--- src/rtl/sgm_pkg.sv ---
`timescale 1ns / 1ps
// ----------------------------------------------------------------------------
// sgm_pkg
// Shared constants, register indexes and controller/datapath interface types
// for the sobel gradient magnitude block.
// ----------------------------------------------------------------------------
package sgm_pkg;

    localparam int SGM_MAX_WIDTH  = 1024;
    localparam int SGM_MAX_HEIGHT = 4096;

    localparam int PIX_W      = 8;
    localparam int GRAD_W     = 11;
    localparam int MAG_W      = 11;
    localparam int CFG_WID_W  = 11;
    localparam int CFG_HGT_W  = 13;
    localparam int CFG_DATA_W = 13;
    localparam int CFG_IDX_W  = 2;
    localparam int ROW_W      = 12;
    localparam int SUM_W      = 10;
    localparam int SQ_W       = 21;

    localparam logic [CFG_WID_W-1:0] WIDTH_RESET  = CFG_WID_W'(512);
    localparam logic [CFG_HGT_W-1:0] HEIGHT_RESET = CFG_HGT_W'(512);

    localparam logic [CFG_IDX_W-1:0] REG_IMAGE_WIDTH  = CFG_IDX_W'(0);
    localparam logic [CFG_IDX_W-1:0] REG_IMAGE_HEIGHT = CFG_IDX_W'(1);

    // first trial bit of the root search, highest even power below 2^SQ_W
    localparam logic [SQ_W-1:0] ROOT_BIT_INIT = SQ_W'(1) << (SQ_W - 1);

    typedef struct packed {
        logic clear_step;
        logic capture;
        logic update;
        logic square;
        logic root_step;
        logic load_out;
    } t_dp_cmd;

    typedef struct packed {
        logic clear_done;
        logic produce;
        logic root_done;
    } t_dp_status;

endpackage

--- src/rtl/sgm_ctrl.sv ---
`timescale 1ns / 1ps
// ----------------------------------------------------------------------------
// sgm_ctrl
// Controller: line buffer clearing after reset, pixel intake, gradient and
// square root sequencing, and the result handshake.
// ----------------------------------------------------------------------------
module sgm_ctrl
    import sgm_pkg::*;
(
    input  logic       i_clk,
    input  logic       i_rst_n,
    input  logic       i_pixel_valid,
    output logic       o_pixel_ready,
    output logic       o_result_valid,
    input  logic       i_result_ready,
    output t_dp_cmd    o_cmd,
    input  t_dp_status i_status
);

    typedef enum logic [6:0] {
        S_CLEAR  = 7'b0000001,
        S_IDLE   = 7'b0000010,
        S_UPDATE = 7'b0000100,
        S_SQUARE = 7'b0001000,
        S_ROOT   = 7'b0010000,
        S_EMIT   = 7'b0100000,
        S_SPARE  = 7'b1000000
    } t_state;

    t_state r_state;
    t_state n_state;
    logic   r_out_valid;
    logic   out_free;

    assign out_free = !r_out_valid || i_result_ready;

    always_comb begin
        n_state = r_state;
        o_cmd   = '0;
        case (r_state)
            S_CLEAR: begin
                o_cmd.clear_step = 1'b1;
                if (i_status.clear_done) begin
                    n_state = S_IDLE;
                end
            end
            S_IDLE: begin
                if (i_pixel_valid) begin
                    o_cmd.capture = 1'b1;
                    n_state       = S_UPDATE;
                end
            end
            S_UPDATE: begin
                o_cmd.update = 1'b1;
                n_state      = i_status.produce ? S_SQUARE : S_IDLE;
            end
            S_SQUARE: begin
                o_cmd.square = 1'b1;
                n_state      = S_ROOT;
            end
            S_ROOT: begin
                o_cmd.root_step = 1'b1;
                if (i_status.root_done) begin
                    n_state = S_EMIT;
                end
            end
            S_EMIT: begin
                if (out_free) begin
                    o_cmd.load_out = 1'b1;
                    n_state        = S_IDLE;
                end
            end
            default: begin
                n_state = S_IDLE;
            end
        endcase
    end

    always_ff @(posedge i_clk) begin
        if (!i_rst_n) begin
            r_state     <= S_CLEAR;
            r_out_valid <= 1'b0;
        end else begin
            r_state <= n_state;
            if (o_cmd.load_out) begin
                r_out_valid <= 1'b1;
            end else if (i_result_ready) begin
                r_out_valid <= 1'b0;
            end
        end
    end

    assign o_pixel_ready  = (r_state == S_IDLE);
    assign o_result_valid = r_out_valid;

endmodule

--- config.mk ---
export PLATFORM = sky130hd
export DESIGN_NAME = sgm_ctrl
export DESIGN_NICKNAME = d
export VERILOG_FILES = /design/src/rtl/sgm_pkg.sv /design/src/rtl/sgm_ctrl.sv
export SDC_FILE = /design/constraint.sdc
export NUM_CORES = 1
export LEC_CHECK = 0
export ABC_AREA = 0
export BUFFER_PORTS_ARGS = -buffer_cell sky130_fd_sc_hd__buf_2
export CAP_MARGIN = 20
export CORE_AREA = 2 2 39 41
export CTS_CLUSTER_SIZE = 40
export DETAILED_ROUTE_END_ITERATION = 10
export DIE_AREA = 0 0 41 43
export SLEW_MARGIN = 10
export SYNTH_ARGS = -nofsm -noshare
export SYNTH_HDL_FRONTEND = slang
export SYNTH_SLANG_ARGS = --single-unit
export TNS_END_PERCENT = 100
--- constraint.sdc ---
create_clock -name i_clk -period 1.8 [get_ports i_clk]
set_input_delay 0.27 -clock i_clk [delete_from_list [all_inputs] [get_ports i_clk]]
set_output_delay 0.27 -clock i_clk [all_outputs]
set_load 0.05 [all_outputs]
After elaboration in Yosys (flattened, before gate mapping)
Cells that the tools add are included.
- register bits after elaboration: 8
- output and inout port bits: 8
- word-level logic and storage cells: 32
- equality and inequality tests: 10
- multiplexer cells: 16
- reduce and logical (&&, ||, !) cells: 4
- operators with widths (kind ; number):
    $pmux W7 S6 ; 1
    $mux W7 ; 4
    $mux W1 ; 10
    $ne A2 B2 Y1 const B ; 4
    $eq A7 B1 Y1 const B ; 1
    $eq A7 B2 Y1 const B ; 1
    $eq A7 B3 Y1 const B ; 1
    $eq A7 B4 Y1 const B ; 1
    $eq A7 B5 Y1 const B ; 1
    $eq A7 B6 Y1 const B ; 1
    $mux W4 ; 1
    $reduce_and A4 Y1 ; 1
    $reduce_bool A2 Y1 ; 1
    $logic_not A1 Y1 ; 1
    $logic_or A1 B1 Y1 ; 1

Logic depth before layout (Yosys ltp)
- depth in word-level cells: 5
- gate-level depth with buffers: 4
- gate-level depth less buffers: 4

Worst setup path before layout
Ideal clock, no wire load.
- kind: flip-flop to flip-flop
- from: register r_state[1]
- to: register r_state[5]
- arrival time: 1.825 ns
- required time: 1.728 ns
- setup slack: -0.097 ns
- stages on the path, launching flop included: 5
- buffers on the path: 0
- clock period less this slack: 1.897 ns
- cells stage by stage: dfxtp_1 -> or4_4 -> nor2_1 -> nand2_1 -> mux2i_1
- word-level cells in the longest chain between the ends: 3
- elaborated cells between the ends (all ways): 12
- classes of those cells: eq/ne: 10; mux: 1; reduce/logical: 1
- RTL lines (what ; line ; RTL):
    start, declared ; sgm_ctrl.sv:30 ; t_state r_state;
    start signal, assigned ; sgm_ctrl.sv:84 ; r_state <= n_state;
    $eq A7 B6 Y1, or another cell as far along ; sgm_ctrl.sv:40 ; case (r_state)
    $ne A2 B2 Y1 (no line) ; - ;
    $reduce_and A4 Y1 (no line) ; - ;
Parallel ways exist; a longest one is shown, timed or not.
A chain may end at the register's enable or synchronous reset.

==> summary.txt <==
GRT Overall Usage = 0.129
Vias per cell = 5.00
Syn Nets = 53
Period utilisation layout = 0.971
Crit end category = primary output
Maximum fanout along the worst path = 4
Comb pwr share = 0.206
Share of cells above drive strength 1 = 0.462
Chip width = 41 um
Grt total ovfl = 0
Most common cell in the netlist = dfxtp_1
Register area share after synthesis = 0.352
Leakage = 0.261 nW
Count of warnings emitted by yosys = 0
Clk network pwr share = 0.365
Peak supply drop = 0.000282 V
P per Cell Area = 692 nW/um^2
First-pass GRT wire length = 1.46 mm
N_diodes = 0
Max Freq = 572 MHz
Register share of total power = 0.429
CP required = 1.53 ns
CP Data Arrival Time = 1.48 ns
Io pins = 15
Avg Cell Area, Syn = 8.65 um^2
Vias in the first global route = 356
H-tree lvl count = 1
Clk buf depth = 2
Placer congestion estimate = 0.810
Setup Crit Path Kind = reg2out
FP Rows = 14
Post-synth ARST share = 0
Num CTS Buffers = 3
TritonCTS clock tree = done
Port bufs = 14
Initial Util = 0.288
Status = finished clean
Routed len/inst = 11.7 um
Pin count of the biggest net entering global routing = 9
Synth top area share = 0.352
Number of synthesized flops with an enable pin = 0
Die height = 43 um
Internal power = 0.000280 W
Final hold slack = 0.282 ns
Clock transition at the registers of the reported paths = 0.05 ns
DRT iter0 DRCs = 3
Yosys reg bits = 7
Final min period = 1.75 ns
Die area = 1760 um^2
Final ANT Viol Nets = 0
Synthesized cell area = 398 um^2
Crit start category = register
Post-synth cell types = 26
Final core occ = 0.412
Residual DRC = 0
Tightest Pin Transition = 0.297 ns
Area grow syn2layout = 43.4%
Final Setup Violations = 0
Worst-skew pair later-pin latency = 0.25 ns
Net Switching = 0.000115 W
Clock root cell = clkbuf_4
Syn Inst Count = 46
Final sum of negative setup slack = 0 ns
Switching share of power = 0.292
Worst hold path class = in2reg
Clock sink total = 7
Unrepaired setup endpoints after global routing = no
Clock Skews = 0.000399 ns
Max Cap Viol = 0
Final Hold Vio Count = 0
Dominant cells by area after synthesis = dfxtp_1 (35%), nor2_1 (5.7%), and3_1 (4.7%), nor3_4 (4.1%), a211oi_2 (3.1%)
Main synth FF type = dfxtp_1
Commonest cells post-synth = dfxtp_1 (7), nor2_1 (6), and3_1 (3), inv_1 (3), nand2_1 (3)
Via count = 405
Initial antenna violation count = 0
Total Wirelength = 945 um
Core Region = 1380 um^2
Final Slew Violations = 0
Top cell type by total area after synthesis = dfxtp_1
Max-slew headroom = 0.802
Final #Nets = 73
DR pass1 iterations = 4
==> cell families (layout without fill, tap and decap cells) <==
| family | after synthesis | after routing | share of synthesized area |
|---|---|---|---|
| simple gates | 28 | 28 | 0.475 |
| compound gates | 7 | 7 | 0.120 |
| flops | 7 | 7 | 0.352 |
| buf+inv | 3 | 22 | 0.0283 |
| mux | 1 | 1 | 0.0252 |
==> per-layer routing <==
metal	vias to the layer above	global-route usage	share of wire
li1	204	-	-
met1	187	0.165	0.45
met2	12	0.166	0.48
met3	2	0.0628	0.047
met4	0	0.0800	0.018
met5	-	0	0
==> power by group through the flow <==
stage	Sequential (W)	Clock, W	Combinational [W]
floorplan	0.000168	0	0.0000530
global placement	0.000169	0	0.0000736
detailed placement	0.000169	0	0.0000735
CTS	0.000167	0.000147	0.0000749
global route	0.000170	0.000157	0.0000880
finish	0.000169	0.000144	0.0000813
==> layout by cell type (no fill, tap or decap), types with 2 or more instances in the layout <==
cell type	n
a21oi_1	2
and3_1	3
buf_2	10
buf_6	2
clkbuf_4	5
dfxtp_1	4
dfxtp_2	3
inv_1	3
nand2_1	3
nand2b_1	2
nor2_1	4
o21ai_0	2
==> through the flow <==
step / worst slack (ns) / area (um^2) / total power, W / instances
final: 0.0517 / 571 / 0.000395 / 81
after global routing: 0.00199 / 571 / 0.000415 / 81
after global placement: 0.214 / 495 / 0.000243 / 76
after floorplan: 0.0764 / 405 / 0.000221 / 46
after CTS: 0.0127 / 537 / 0.000389 / 80
after detailed placement: 0.200 / 495 / 0.000243 / 76
==> sequential cells by signal (all words and copies together) (netlist names) <==
name            cells
o_result_valid      1
r_state             6
==> worst max-delay path, cell delays in order, from the launching register on <==
cell and delay, ns:
dfxtp_2 0.34, or4_4 0.58, nor2_4 0.14, buf_6 0.16
==> worst paths after layout <==
path	from	end	slack, ns	depth (start not counted)
worst max-delay path	r_state[1]	o_cmd[1]	0.05	3
worst min-delay path	i_status[1]	r_state[3]	0.28	2
worst max register to register	r_state[1]	r_state[3]	0.13	5
worst min register to register	o_result_valid	o_result_valid	0.50	2
==> layout make-up <==
class / instances / area, um^2
Multi-Input combinational cell: 36 / 274
Sequential cell: 7 / 144
Fill cell: 136 / 813
Timing Repair Buffer: 15 / 95.1
Tap cell: 16 / 20.0
Inverter: 3 / 11.3
Clock buffer: 4 / 26.3
==> what timing repair did <==
action / in CTS / in global routing
gates resized for setup: 4 / 8
setup endpoints to repair: 4 / 4
gates cloned: 0 / 0
setup buffers: 0 / 1
hold buffers: 0 / 0
pin swaps: 0 / 2
Note: power is estimated with default switching activity, not from simulation.
